### config.mk
export PLATFORM = sky130hd
export DESIGN_NAME = contact_stream_packer
export DESIGN_NICKNAME = d
export VERILOG_FILES = /design/src/csp_pkg.sv /design/src/csp_front.sv /design/src/csp_queue.sv /design/src/csp_back.sv /design/src/contact_stream_packer.sv
export SDC_FILE = /design/constraint.sdc
export NUM_CORES = 2
export LEC_CHECK = 0
export BUFFER_PORTS_ARGS = -buffer_cell sky130_fd_sc_hd__buf_4
export CORE_ASPECT_RATIO = 2
export CORE_MARGIN = 1
export CORE_UTILIZATION = 37
export CTS_CLUSTER_SIZE = 12
export DETAILED_ROUTE_END_ITERATION = 10
export GPL_ROUTABILITY_DRIVEN = 0
export PLACE_DENSITY = 0.55
export SLEW_MARGIN = 0
export SYNTH_ARGS = -nofsm -noshare
export SYNTH_HDL_FRONTEND = slang
export SYNTH_SLANG_ARGS = --single-unit
### constraint.sdc
create_clock -name clk -period 26.6 [get_ports clk]
set_input_delay 2.66 -clock clk [delete_from_list [all_inputs] [get_ports clk]]
set_output_delay 2.66 -clock clk [all_outputs]
set_load 0.03 [all_outputs]
### src/csp_pkg.sv
`timescale 1ns / 1ps

package csp_pkg;

    localparam int WORD_W      = 32;
    localparam int INDEX_W     = 12;
    localparam int FILL_W      = 13;
    localparam int MATERIAL_W  = 8;
    localparam int CFG_INDEX_W = 3;
    localparam int QUEUE_DEPTH = 2;

    // hard limit of the stream, applied on top of the capacity register
    localparam logic [FILL_W-1:0] STREAM_DEPTH = 13'd4096;

    localparam logic [WORD_W-1:0] SIGN_MASK    = 32'h8000_0000;
    localparam logic [WORD_W-1:0] MAG_MASK     = 32'h7fff_ffff;
    localparam logic [15:0]       FEATURE_NONE = 16'hffff;

    // configuration register indexes
    localparam logic [CFG_INDEX_W-1:0] REG_ORIENTED_TO        = 3'd0;
    localparam logic [CFG_INDEX_W-1:0] REG_STREAM_CAPACITY    = 3'd1;
    localparam logic [CFG_INDEX_W-1:0] REG_STREAM_START       = 3'd2;
    localparam logic [CFG_INDEX_W-1:0] REG_PAIR_COUNT_INDEX   = 3'd3;
    localparam logic [CFG_INDEX_W-1:0] REG_PAIR_COUNT_INITIAL = 3'd4;

    // classified contact, already in canonical order
    typedef struct packed {
        logic [WORD_W-1:0]     obj_a;
        logic [WORD_W-1:0]     obj_b;
        logic [MATERIAL_W-1:0] material;
        logic [WORD_W-1:0]     separation;
        logic [WORD_W-1:0]     point_x;
        logic [WORD_W-1:0]     point_y;
        logic [WORD_W-1:0]     point_z;
        logic [WORD_W-1:0]     normal_x;
        logic [WORD_W-1:0]     normal_y;
        logic [WORD_W-1:0]     normal_z;
        logic [WORD_W-1:0]     feature_word;
        logic                  new_pair;
        logic                  normal_change;
        logic                  has_features;
    } csp_item_t;

    // configuration seen by the back end
    typedef struct packed {
        logic [FILL_W-1:0]  capacity;
        logic [INDEX_W-1:0] pair_count_index;
        logic               fill_load;
        logic               count_load;
        logic [WORD_W-1:0]  load_value;
    } csp_ctl_t;

    typedef struct packed {
        logic full;
        logic empty;
    } csp_qstat_t;

    // back end sequencer steps
    typedef enum logic [14:0] {
        ST_OBJ_A     = 15'b000000000000001,
        ST_OBJ_B     = 15'b000000000000010,
        ST_HEADER    = 15'b000000000000100,
        ST_PAIR_CNT  = 15'b000000000001000,
        ST_NORMAL_X  = 15'b000000000010000,
        ST_NORMAL_Y  = 15'b000000000100000,
        ST_NORMAL_Z  = 15'b000000001000000,
        ST_PT_ZERO   = 15'b000000010000000,
        ST_HDR_CNT   = 15'b000000100000000,
        ST_POINT_X   = 15'b000001000000000,
        ST_POINT_Y   = 15'b000010000000000,
        ST_POINT_Z   = 15'b000100000000000,
        ST_SEP       = 15'b001000000000000,
        ST_PT_CNT    = 15'b010000000000000,
        ST_FEATURE   = 15'b100000000000000
    } csp_step_t;

endpackage

### src/csp_front.sv
`timescale 1ns / 1ps

module csp_front (
    input  logic               clk,
    input  logic               rst_n,
    input  logic               accept,
    input  logic [31:0]        oriented_to,
    input  logic [31:0]        first_object,
    input  logic [31:0]        second_object,
    input  logic [31:0]        owner_orientation,
    input  logic [7:0]         material,
    input  logic [31:0]        separation,
    input  logic [31:0]        point_x,
    input  logic [31:0]        point_y,
    input  logic [31:0]        point_z,
    input  logic [31:0]        normal_x,
    input  logic [31:0]        normal_y,
    input  logic [31:0]        normal_z,
    input  logic [31:0]        feature_pair,
    output csp_pkg::csp_item_t item
);
    import csp_pkg::*;

    logic [WORD_W-1:0] cached_a_reg;
    logic [WORD_W-1:0] cached_b_reg;
    logic [WORD_W-1:0] cached_nx_reg;
    logic [WORD_W-1:0] cached_ny_reg;
    logic [WORD_W-1:0] cached_nz_reg;
    logic              has_features_reg;

    logic              swap;
    logic [WORD_W-1:0] flip;
    logic [WORD_W-1:0] obj_a;
    logic [WORD_W-1:0] obj_b;
    logic [WORD_W-1:0] nx;
    logic [WORD_W-1:0] ny;
    logic [WORD_W-1:0] nz;
    logic              new_pair;
    logic              features_ok;
    logic              has_features_next;
    logic [WORD_W-1:0] ref_nx;
    logic [WORD_W-1:0] ref_ny;
    logic [WORD_W-1:0] ref_nz;

    assign swap  = owner_orientation != oriented_to;
    assign flip  = swap ? SIGN_MASK : '0;
    assign obj_a = swap ? second_object : first_object;
    assign obj_b = swap ? first_object : second_object;
    assign nx    = normal_x ^ flip;
    assign ny    = normal_y ^ flip;
    assign nz    = normal_z ^ flip;

    assign new_pair    = (cached_a_reg != obj_a) || (cached_b_reg != obj_b);
    assign features_ok = (feature_pair[15:0] != FEATURE_NONE)
                      && (feature_pair[31:16] != FEATURE_NONE);
    assign has_features_next = new_pair ? features_ok : has_features_reg;

    // a new pair clears the cached normal
    assign ref_nx = new_pair ? '0 : cached_nx_reg;
    assign ref_ny = new_pair ? '0 : cached_ny_reg;
    assign ref_nz = new_pair ? '0 : cached_nz_reg;

    always_comb
    begin
        item               = '0;
        item.obj_a         = obj_a;
        item.obj_b         = obj_b;
        item.material      = material;
        item.separation    = separation;
        item.point_x       = point_x;
        item.point_y       = point_y;
        item.point_z       = point_z;
        item.normal_x      = nx;
        item.normal_y      = ny;
        item.normal_z      = nz;
        item.feature_word  = swap ? {feature_pair[15:0], feature_pair[31:16]} : feature_pair;
        item.new_pair      = new_pair;
        item.normal_change = (ref_nx != nx) || (ref_ny != ny) || (ref_nz != nz);
        item.has_features  = has_features_next;
    end

    always_ff @(posedge clk or negedge rst_n)
    begin
        if (!rst_n)
        begin
            cached_a_reg     <= '0;
            cached_b_reg     <= '0;
            cached_nx_reg    <= '0;
            cached_ny_reg    <= '0;
            cached_nz_reg    <= '0;
            has_features_reg <= 1'b0;
        end
        else if (accept)
        begin
            cached_a_reg     <= obj_a;
            cached_b_reg     <= obj_b;
            cached_nx_reg    <= nx;
            cached_ny_reg    <= ny;
            cached_nz_reg    <= nz;
            has_features_reg <= has_features_next;
        end
    end

endmodule

### src/csp_queue.sv
`timescale 1ns / 1ps

module csp_queue (
    input  logic                clk,
    input  logic                rst_n,
    input  logic                push,
    input  csp_pkg::csp_item_t  push_item,
    input  logic                pop,
    output csp_pkg::csp_item_t  head_item,
    output csp_pkg::csp_qstat_t stat
);
    import csp_pkg::*;

    localparam int PTR_W = (QUEUE_DEPTH > 1) ? $clog2(QUEUE_DEPTH) : 1;
    localparam int CNT_W = $clog2(QUEUE_DEPTH + 1);
    localparam logic [PTR_W-1:0] PTR_LAST = PTR_W'(QUEUE_DEPTH - 1);
    localparam logic [CNT_W-1:0] CNT_FULL = CNT_W'(QUEUE_DEPTH);

    csp_item_t         entries_reg [QUEUE_DEPTH];
    logic [PTR_W-1:0]  wr_ptr_reg;
    logic [PTR_W-1:0]  wr_ptr_next;
    logic [PTR_W-1:0]  rd_ptr_reg;
    logic [PTR_W-1:0]  rd_ptr_next;
    logic [CNT_W-1:0]  count_reg;
    logic [CNT_W-1:0]  count_next;

    assign head_item  = entries_reg[rd_ptr_reg];
    assign stat.full  = count_reg == CNT_FULL;
    assign stat.empty = count_reg == '0;

    always_comb
    begin
        wr_ptr_next = wr_ptr_reg;
        rd_ptr_next = rd_ptr_reg;
        count_next  = count_reg;
        if (push)
        begin
            wr_ptr_next = (wr_ptr_reg == PTR_LAST) ? '0 : wr_ptr_reg + 1'b1;
        end
        if (pop)
        begin
            rd_ptr_next = (rd_ptr_reg == PTR_LAST) ? '0 : rd_ptr_reg + 1'b1;
        end
        if (push && !pop)
        begin
            count_next = count_reg + 1'b1;
        end
        else if (pop && !push)
        begin
            count_next = count_reg - 1'b1;
        end
    end

    always_ff @(posedge clk or negedge rst_n)
    begin
        if (!rst_n)
        begin
            wr_ptr_reg <= '0;
            rd_ptr_reg <= '0;
            count_reg  <= '0;
        end
        else
        begin
            wr_ptr_reg <= wr_ptr_next;
            rd_ptr_reg <= rd_ptr_next;
            count_reg  <= count_next;
        end
    end

    always_ff @(posedge clk)
    begin
        if (push)
        begin
            entries_reg[wr_ptr_reg] <= push_item;
        end
    end

endmodule

### src/csp_back.sv
`timescale 1ns / 1ps

module csp_back (
    input  logic               clk,
    input  logic               rst_n,
    input  csp_pkg::csp_ctl_t  ctl,
    input  logic               head_valid,
    input  csp_pkg::csp_item_t head_item,
    output logic               pop,
    input  logic               out_stall,
    output logic               out_valid,
    output logic [11:0]        word_index,
    output logic [31:0]        word_value,
    output logic               last,
    output logic [31:0]        contacts_total
);
    import csp_pkg::*;

    logic [FILL_W-1:0]  fill_reg;
    logic [FILL_W-1:0]  fill_next;
    logic [FILL_W-1:0]  header_index_reg;
    logic [FILL_W-1:0]  header_index_next;
    logic [FILL_W-1:0]  point_index_reg;
    logic [FILL_W-1:0]  point_index_next;
    logic [WORD_W-1:0]  pair_count_reg;
    logic [WORD_W-1:0]  pair_count_next;
    logic [WORD_W-1:0]  header_word_reg;
    logic [WORD_W-1:0]  header_word_next;
    logic [WORD_W-1:0]  point_count_reg;
    logic [WORD_W-1:0]  point_count_next;
    logic [WORD_W-1:0]  counter_reg;
    logic [WORD_W-1:0]  counter_next;
    csp_step_t          step_reg;
    csp_step_t          step_next;
    logic               active_reg;
    logic               active_next;

    logic               out_valid_reg;
    logic               out_valid_next;
    logic [INDEX_W-1:0] word_index_reg;
    logic [WORD_W-1:0]  word_value_reg;
    logic               last_reg;
    logic [WORD_W-1:0]  contacts_total_reg;

    logic [FILL_W-1:0]  cap_eff;
    logic               room1;
    logic               room3;
    logic               out_free;
    logic               go;
    csp_step_t          first_step;
    csp_step_t          cur_step;
    csp_step_t          after;
    logic               done;
    logic               emit;
    logic [INDEX_W-1:0] emit_index;
    logic [WORD_W-1:0]  emit_value;
    logic               emit_last;
    logic [WORD_W-1:0]  header_new;

    assign cap_eff  = (ctl.capacity > STREAM_DEPTH) ? STREAM_DEPTH : ctl.capacity;
    assign room1    = fill_reg < cap_eff;
    assign room3    = ({1'b0, fill_reg} + (FILL_W + 1)'(3)) <= {1'b0, cap_eff};
    assign out_free = !out_valid_reg || !out_stall;
    assign go       = head_valid && out_free;

    assign first_step = head_item.new_pair      ? ST_OBJ_A :
                        head_item.normal_change ? ST_NORMAL_X : ST_POINT_X;
    assign cur_step   = active_reg ? step_reg : first_step;
    assign header_new = {head_item.material, 7'd0, head_item.has_features, 16'd0};

    always_comb
    begin
        after             = cur_step;
        done              = 1'b0;
        emit              = 1'b0;
        emit_index        = fill_reg[INDEX_W-1:0];
        emit_value        = '0;
        emit_last         = 1'b0;
        fill_next         = fill_reg;
        header_index_next = header_index_reg;
        point_index_next  = point_index_reg;
        pair_count_next   = pair_count_reg;
        header_word_next  = header_word_reg;
        point_count_next  = point_count_reg;

        case (cur_step)
            ST_OBJ_A:
            begin
                emit       = room1;
                emit_value = head_item.obj_a;
                after      = ST_OBJ_B;
            end
            ST_OBJ_B:
            begin
                emit       = room1;
                emit_value = head_item.obj_b;
                after      = ST_HEADER;
            end
            ST_HEADER:
            begin
                header_index_next = fill_reg;
                header_word_next  = header_new;
                emit              = room1;
                emit_value        = header_new;
                after             = ST_PAIR_CNT;
            end
            ST_PAIR_CNT:
            begin
                pair_count_next = pair_count_reg + 1'b1;
                emit            = 1'b1;
                emit_index      = ctl.pair_count_index;
                emit_value      = pair_count_reg + 1'b1;
                after           = head_item.normal_change ? ST_NORMAL_X : ST_POINT_X;
            end
            ST_NORMAL_X:
            begin
                emit       = room3;
                emit_value = head_item.normal_x;
                after      = room3 ? ST_NORMAL_Y : ST_PT_ZERO;
            end
            ST_NORMAL_Y:
            begin
                emit       = 1'b1;
                emit_value = head_item.normal_y;
                after      = ST_NORMAL_Z;
            end
            ST_NORMAL_Z:
            begin
                emit       = 1'b1;
                emit_value = head_item.normal_z;
                after      = ST_PT_ZERO;
            end
            ST_PT_ZERO:
            begin
                point_index_next = fill_reg;
                point_count_next = '0;
                emit             = room1;
                emit_value       = '0;
                after            = ST_HDR_CNT;
            end
            ST_HDR_CNT:
            begin
                header_word_next = header_word_reg + 1'b1;
                emit             = 1'b1;
                emit_index       = header_index_reg[INDEX_W-1:0];
                emit_value       = header_word_reg + 1'b1;
                after            = ST_POINT_X;
            end
            ST_POINT_X:
            begin
                emit       = room3;
                emit_value = head_item.point_x;
                after      = room3 ? ST_POINT_Y : ST_SEP;
            end
            ST_POINT_Y:
            begin
                emit       = 1'b1;
                emit_value = head_item.point_y;
                after      = ST_POINT_Z;
            end
            ST_POINT_Z:
            begin
                emit       = 1'b1;
                emit_value = head_item.point_z;
                after      = ST_SEP;
            end
            ST_SEP:
            begin
                emit       = room1;
                emit_value = head_item.separation & MAG_MASK;
                after      = ST_PT_CNT;
            end
            ST_PT_CNT:
            begin
                // feature word follows only when it has room
                point_count_next = point_count_reg + 1'b1;
                emit             = 1'b1;
                emit_index       = point_index_reg[INDEX_W-1:0];
                emit_value       = point_count_reg + 1'b1;
                emit_last        = !(head_item.has_features && room1);
                done             = emit_last;
                after            = ST_FEATURE;
            end
            ST_FEATURE:
            begin
                emit       = 1'b1;
                emit_value = head_item.feature_word;
                emit_last  = 1'b1;
                done       = 1'b1;
            end
            default:
            begin
                done = 1'b1;
            end
        endcase

        // stream words advance the fill level, count rewrites do not
        if (emit && (emit_index == fill_reg[INDEX_W-1:0]) && (cur_step != ST_PAIR_CNT)
            && (cur_step != ST_HDR_CNT) && (cur_step != ST_PT_CNT))
        begin
            fill_next = fill_reg + 1'b1;
        end
    end

    always_comb
    begin
        pop            = go && done;
        step_next      = step_reg;
        active_next    = active_reg;
        counter_next   = counter_reg;
        out_valid_next = out_valid_reg;
        if (go)
        begin
            if (done)
            begin
                active_next  = 1'b0;
                counter_next = counter_reg + 1'b1;
            end
            else
            begin
                active_next = 1'b1;
                step_next   = after;
            end
        end
        if (go && emit)
        begin
            out_valid_next = 1'b1;
        end
        else if (out_free)
        begin
            out_valid_next = 1'b0;
        end
    end

    always_ff @(posedge clk or negedge rst_n)
    begin
        if (!rst_n)
        begin
            fill_reg         <= '0;
            header_index_reg <= '0;
            point_index_reg  <= '0;
            pair_count_reg   <= '0;
            header_word_reg  <= '0;
            point_count_reg  <= '0;
            counter_reg      <= '0;
            step_reg         <= ST_POINT_X;
            active_reg       <= 1'b0;
            out_valid_reg    <= 1'b0;
        end
        else
        begin
            if (ctl.fill_load)
            begin
                fill_reg <= ctl.load_value[FILL_W-1:0];
            end
            else if (go)
            begin
                fill_reg <= fill_next;
            end
            if (ctl.count_load)
            begin
                pair_count_reg <= ctl.load_value;
            end
            else if (go)
            begin
                pair_count_reg <= pair_count_next;
            end
            if (go)
            begin
                header_index_reg <= header_index_next;
                point_index_reg  <= point_index_next;
                header_word_reg  <= header_word_next;
                point_count_reg  <= point_count_next;
            end
            counter_reg   <= counter_next;
            step_reg      <= step_next;
            active_reg    <= active_next;
            out_valid_reg <= out_valid_next;
        end
    end

    always_ff @(posedge clk)
    begin
        if (go && emit)
        begin
            word_index_reg     <= emit_index;
            word_value_reg     <= emit_value;
            last_reg           <= emit_last;
            contacts_total_reg <= counter_reg + 1'b1;
        end
    end

    assign out_valid      = out_valid_reg;
    assign word_index     = word_index_reg;
    assign word_value     = word_value_reg;
    assign last           = last_reg;
    assign contacts_total = contacts_total_reg;

endmodule

### src/contact_stream_packer.sv
`timescale 1ns / 1ps

// channel  | direction | handshake             | payload
// ---------+-----------+-----------------------+------------------------------------------
// in       | in        | in_valid / in_stall   | one contact: objects, orientation, material,
//          |           |                       | separation, point, normal, feature pair
// out      | out       | out_valid / out_stall | one stream word: word_index, word_value,
//          |           |                       | last, contacts_total
// cfg      | in        | cfg_write             | cfg_index, cfg_data
//
// back end: one sequencer step per cycle while out_stall does not hold it; pair header four steps,
// normal block five, point record three to six; a dropped triple is one step
// the front end takes an item every cycle until the two-entry queue is full
// rst_n is asynchronous: fill level 0, pair count 0, capacity 4096, all caches cleared
// out_stall only freezes the output register and the sequencer; the front keeps filling
// the queue, and in_stall rises only when the queue is full

module contact_stream_packer (
    input  logic        clk,
    input  logic        rst_n,

    input  logic        in_valid,
    output logic        in_stall,
    input  logic [31:0] first_object,
    input  logic [31:0] second_object,
    input  logic [31:0] owner_orientation,
    input  logic [7:0]  material,
    input  logic [31:0] separation,
    input  logic [31:0] point_x,
    input  logic [31:0] point_y,
    input  logic [31:0] point_z,
    input  logic [31:0] normal_x,
    input  logic [31:0] normal_y,
    input  logic [31:0] normal_z,
    input  logic [31:0] feature_pair,

    output logic        out_valid,
    input  logic        out_stall,
    output logic [11:0] word_index,
    output logic [31:0] word_value,
    output logic        last,
    output logic [31:0] contacts_total,

    input  logic        cfg_write,
    input  logic [2:0]  cfg_index,
    input  logic [31:0] cfg_data
);
    import csp_pkg::*;

    // configuration registers kept here; start and initial count only load back end state
    logic [WORD_W-1:0]  oriented_to_reg;
    logic [FILL_W-1:0]  capacity_reg;
    logic [INDEX_W-1:0] pair_count_index_reg;

    csp_ctl_t   ctl;
    csp_item_t  front_item;
    csp_item_t  head_item;
    csp_qstat_t q_stat;
    logic       in_accept;
    logic       q_pop;

    always_ff @(posedge clk or negedge rst_n)
    begin
        if (!rst_n)
        begin
            oriented_to_reg      <= '0;
            capacity_reg         <= STREAM_DEPTH;
            pair_count_index_reg <= '0;
        end
        else if (cfg_write)
        begin
            case (cfg_index)
                REG_ORIENTED_TO:      oriented_to_reg      <= cfg_data;
                REG_STREAM_CAPACITY:  capacity_reg         <= cfg_data[FILL_W-1:0];
                REG_PAIR_COUNT_INDEX: pair_count_index_reg <= cfg_data[INDEX_W-1:0];
                default:
                begin
                    // start and initial count go straight to the back end; others ignored
                end
            endcase
        end
    end

    always_comb
    begin
        ctl.capacity         = capacity_reg;
        ctl.pair_count_index = pair_count_index_reg;
        ctl.fill_load        = cfg_write && (cfg_index == REG_STREAM_START);
        ctl.count_load       = cfg_write && (cfg_index == REG_PAIR_COUNT_INITIAL);
        ctl.load_value       = cfg_data;
    end

    // input side stalls only on a full queue
    assign in_stall  = q_stat.full;
    assign in_accept = in_valid && !in_stall;

    // swap to canonical order and compare against cached pair and normal
    csp_front u_front (
        .clk               (clk),
        .rst_n             (rst_n),
        .accept            (in_accept),
        .oriented_to       (oriented_to_reg),
        .first_object      (first_object),
        .second_object     (second_object),
        .owner_orientation (owner_orientation),
        .material          (material),
        .separation        (separation),
        .point_x           (point_x),
        .point_y           (point_y),
        .point_z           (point_z),
        .normal_x          (normal_x),
        .normal_y          (normal_y),
        .normal_z          (normal_z),
        .feature_pair      (feature_pair),
        .item              (front_item)
    );

    // classified items waiting for the sequencer
    csp_queue u_queue (
        .clk       (clk),
        .rst_n     (rst_n),
        .push      (in_accept),
        .push_item (front_item),
        .pop       (q_pop),
        .head_item (head_item),
        .stat      (q_stat)
    );

    // word sequencer, stream fill, count words and output register
    csp_back u_back (
        .clk            (clk),
        .rst_n          (rst_n),
        .ctl            (ctl),
        .head_valid     (!q_stat.empty),
        .head_item      (head_item),
        .pop            (q_pop),
        .out_stall      (out_stall),
        .out_valid      (out_valid),
        .word_index     (word_index),
        .word_value     (word_value),
        .last           (last),
        .contacts_total (contacts_total)
    );

    // queue bookkeeping
    a_no_push_full: assert property (@(posedge clk) disable iff (!rst_n)
        in_accept |-> !q_stat.full)
        else $error("push into full queue");

    a_no_pop_empty: assert property (@(posedge clk) disable iff (!rst_n)
        q_pop |-> !q_stat.empty)
        else $error("pop from empty queue");

    a_status_sane: assert property (@(posedge clk) disable iff (!rst_n)
        !(q_stat.full && q_stat.empty))
        else $error("queue both full and empty");

    // every finished contact ends with a word flagged last
    a_pop_sets_last: assert property (@(posedge clk) disable iff (!rst_n)
        q_pop |=> (out_valid && last))
        else $error("contact finished without last word");

endmodule
==> flow_metrics.py <==
metrics = {
    "outcome": {
        "run_status": "finished with violations",
        "failed_checks": "capacitance limit, slew limit",
    },
    "synth": {
        "yosysSeqAreaShare_pct": 61.2,
        "synth_area_leader_cell": "sky130_fd_sc_hd__edfxtp_1",
        "synthesis.instances": 4407,
        "synth_warnings": 0,
        "synth.cell_area_sq_um": 52700,
        "synth_top_area_share_pct": 42.0,
        "synth_fp_nets": 4840,
        "yosys-top-cells-area": "sky130_fd_sc_hd__edfxtp_1 (42%), sky130_fd_sc_hd__dfrtp_1 (19%), sky130_fd_sc_hd__mux2i_1 (6.6%)",
        "netlist-cell-type-count": 72,
        "predominant_post_synthesis_flop_cell": "sky130_fd_sc_hd__edfxtp_1",
        "number_of_synthesized_flops_with_an_enable_pin": 737,
        "syn-mean-instance-area_sq_um": 12.0,
        "postSynthRegisterBits": 1141,
        "async_reset_ff_share_pct": 35.4,
    },
    "setup_path": {
        "critical_path_required_ns": 27.05,
        "timing.critical_path.from_type": "input port",
        "crit_path_top_delay_cell": "sky130_fd_sc_hd__a2111o_1",
        "cpMostUsedCell": "sky130_fd_sc_hd__buf_4",
        "reg2reg_slack_ns": 18.47,
        "end_kind": "flip-flop",
        "timing.setup.critical_path_class": "in2reg",
        "arrival_ns": 10.20,
        "startpoint": "owner_orientation[21]",
        "cell_chain_of_the_critical_path": "buf_4, xor2_1, nor4_1, nand4_1, nor2_4, buf_4, buf_4, mux2_2, xor2_1, a2111o_1, or3_4, buf_4, nor2_1, o32ai_1, o2111ai_1, nor4_1, nand3_1",
        "rr_endpoint": "u_queue.entries_reg[0][1]$_DFFE_PP_",
        "worstPathMaxFanout": 58,
        "critical-path-max-stage-delay_ns": 0.78,
        "worst_setup_path_endpoint": "u_queue.entries_reg[0][1]$_DFFE_PP_",
        "reg2reg_from": "oriented_to_reg[21]$_DFFE_PN0P_",
        "reg2regPathDepth": 16,
    },
    "die": {
        "fp.coreArea_sq_um": 141000,
        "fp.dieArea_sq_um": 144000,
        "floorplan.io_pins": 479,
        "floorplan.die.width_microns": 269,
        "row_count": 195,
        "die_h_microns": 536,
        "initial_utilization_pct": 37.3,
    },
    "cts": {
        "clock_tree_from_tritoncts": "yes",
        "cts.sinks": 1141,
        "numCtsBuffers": 110,
        "clock_latency_ns": 0.75,
        "clock_tree.htree_level_count": 3,
        "clk_buf_depth": 3,
        "post_cts_resized": 0,
        "buffer_cell_driving_the_clock_tree_root": "sky130_fd_sc_hd__clkbuf_16",
        "clkSlewWorstSetupHoldPaths_ns": 0.06,
        "postCtsSetupRepairBufs": 0,
        "cts-hold-fix-buffers": 0,
    },
    "timing": {
        "fmax_mhz": 103,
        "pin_slew_with_the_least_headroom_to_its_limit_ns": 1.58,
        "worst_hold_slack_ns": 0.492,
        "timing.final.setup_violations": 0,
        "clock_skew_ns": 0.0529,
        "unrepaired_setup_endpoints_after_global_routing": "no",
        "final_period_minus_worst_setup_slack_ns": 9.75,
        "setup-tns-final_ns": 0,
        "timing.final.hold_violations": 0,
        "finalMaxSlewViolations": 4,
        "slew_headroom_pct": -6.58,
        "period_share_pct": 36.7,
    },
    "layout": {
        "stdcell_area_sq_um": 61800,
        "seq_area_sq_um": 32200,
        "multi_input_comb_area_sq_um": 19400,
        "mostFrequentLayoutCells": "sky130_fd_sc_hd__edfxtp_1 (737), sky130_fd_sc_hd__nand2_1 (725), sky130_fd_sc_hd__buf_4 (543)",
        "finish.net_count": 5280,
        "drive_gt1_share_pct": 17.6,
        "layout_commonest_cell": "sky130_fd_sc_hd__edfxtp_1",
        "n_fill_cell": 13255,
        "final_cell_count_no_fill": 6817,
        "largest_reg_flops": 660,
        "syn2layout_area_growth_pct": 17.2,
    },
    "routing": {
        "final_routed_wirelength_microns": 192000,
        "detail_route.first_pass.iterations": 8,
        "avgViaCountPerCell": 5.46,
        "drcViolationCount": 0,
        "dr.first_iter.drc_count": 3277,
        "route.vias.total": 37215,
        "route.antenna.remaining_nets": 0,
        "drt-wirelength-per-cell_microns": 28.1,
    },
    "global_routing": {
        "grt_start_max_net_pins": 159,
        "grt_first_pass_wirelength_microns": 267000,
        "via_count_of_the_first_global_routing_pass": 37243,
        "track_usage_pct": 26.4,
        "global_route.overflow_total": 0,
        "grt_antenna_before_repair": 15,
    },
    "pwr": {
        "internal-power_uw": 4030,
        "vdd_drop_max_uv": 87.8,
        "swShare_pct": 38.0,
        "switchingPower_uw": 2460,
        "sequentialPowerShare_pct": 42.7,
        "finalPower_uw": 6490,
        "power_frac_clock_pct": 23.4,
        "p_leak_uw": 0.0243,
        "power_frac_comb_pct": 33.9,
        "power_density_nw_per_um2": 105,
    },
    "place": {
        "place.detailed.instances": 6606,
        "io_buffers": 477,
        "placed_cell_area_sq_um": 58400,
        "detailedPlacementHpwl_microns": 142000,
    },
    "run": {
        "cap_viol_max_count": 1,
    },
    "worst_hold_path": {
        "hold_class": "reg2reg",
    },
}
stage by stage:
step	util [%]	worst slack [ns]
global route	43.7	16.58
CTS	43.7	16.82
finish	43.7	16.85
detailed placement	41.4	16.04
global placement	41.4	16.13
floorplan	-	8.91
cells in the mapped netlist, types with 51 or more instances:
library cell and instances:
sky130_fd_sc_hd__a21oi_1 76, sky130_fd_sc_hd__and3_1 51, sky130_fd_sc_hd__clkbuf_1 174, sky130_fd_sc_hd__dfrtp_1 402
sky130_fd_sc_hd__edfxtp_1 737, sky130_fd_sc_hd__inv_1 68, sky130_fd_sc_hd__mux2_2 163, sky130_fd_sc_hd__mux2i_1 349
sky130_fd_sc_hd__nand2_1 726, sky130_fd_sc_hd__nand3_1 88, sky130_fd_sc_hd__nand4_1 52, sky130_fd_sc_hd__nor2_1 246
sky130_fd_sc_hd__nor3_1 100, sky130_fd_sc_hd__nor4_1 53, sky130_fd_sc_hd__o21ai_0 185, sky130_fd_sc_hd__o22ai_1 139
sky130_fd_sc_hd__xnor2_1 209, sky130_fd_sc_hd__xor2_1 147
worst max-delay path: cells and delay by family:
family / cells / cell delay, ns
simple gates: 7 / 3.06
compound gates: 3 / 1.50
xor+xnor: 2 / 0.30
mux: 1 / 0.47
buf+inv: 4 / 2.01
how the worst min path moves through the flow:
stage / from / end / cells after the start / slack (ns)
final: u_back.header_index_reg[1]$_DFFE_PN0P_ / u_back.header_index_reg[1]$_DFFE_PN0P_ / 2 / 0.49
after global routing: capacity_reg[9]$_DFFE_PN0P_ / capacity_reg[9]$_DFFE_PN0P_ / 1 / 0.52
after CTS: u_back.header_index_reg[0]$_DFFE_PN0P_ / u_back.header_index_reg[0]$_DFFE_PN0P_ / 2 / 0.49
after detailed placement: u_back.header_index_reg[0]$_DFFE_PN0P_ / u_back.header_index_reg[0]$_DFFE_PN0P_ / 2 / 0.47
after global placement: u_back.header_index_reg[1]$_DFFE_PN0P_ / u_back.header_index_reg[1]$_DFFE_PN0P_ / 2 / 0.46
after floorplan: u_front.has_features_reg$_DFFE_PN0P_ / u_front.has_features_reg$_DFFE_PN0P_ / 2 / 0.45
logic make-up after synthesis:
kind of cell               synth area share (%)
and+or+nand+nor                            12.2
AOI/OAI and AO/OA                          7.76
DFF                                        61.2
buffers and inverters                      2.08
xor gates and xnor gates                   5.91
muxes                                      10.1
adders and majority gates                 0.783
area by class of cell:
type,instances,share of cell area (%)
inverters,69,0.425
multi-input cells,2979,31.5
repair buffers,546,6.69
clock inverters,17,0.385
diodes,6,0.0243
clock buffers,188,5.04
well taps,1871,3.79
flip-flops and latches,1141,52.2
per-layer routing:
layer | GRT usage, % | wire length (microns)
met3 | 4.13 | 10600
met2 | 47.3 | 99500
met1 | 27.9 | 66100
met5 | 0 | 89
met4 | 18.6 | 15300
power by group through the flow:
stage | combinational, uW | clock [uW] | sequential [uW]
after floorplan | 1240 | 0 | 2970
after global placement | 2200 | 0 | 2780
after detailed placement | 2220 | 0 | 2800
after CTS | 2230 | 1550 | 2760
after global routing | 2360 | 1610 | 2820
final | 2200 | 1520 | 2770
(Power assumes the default switching activity.)
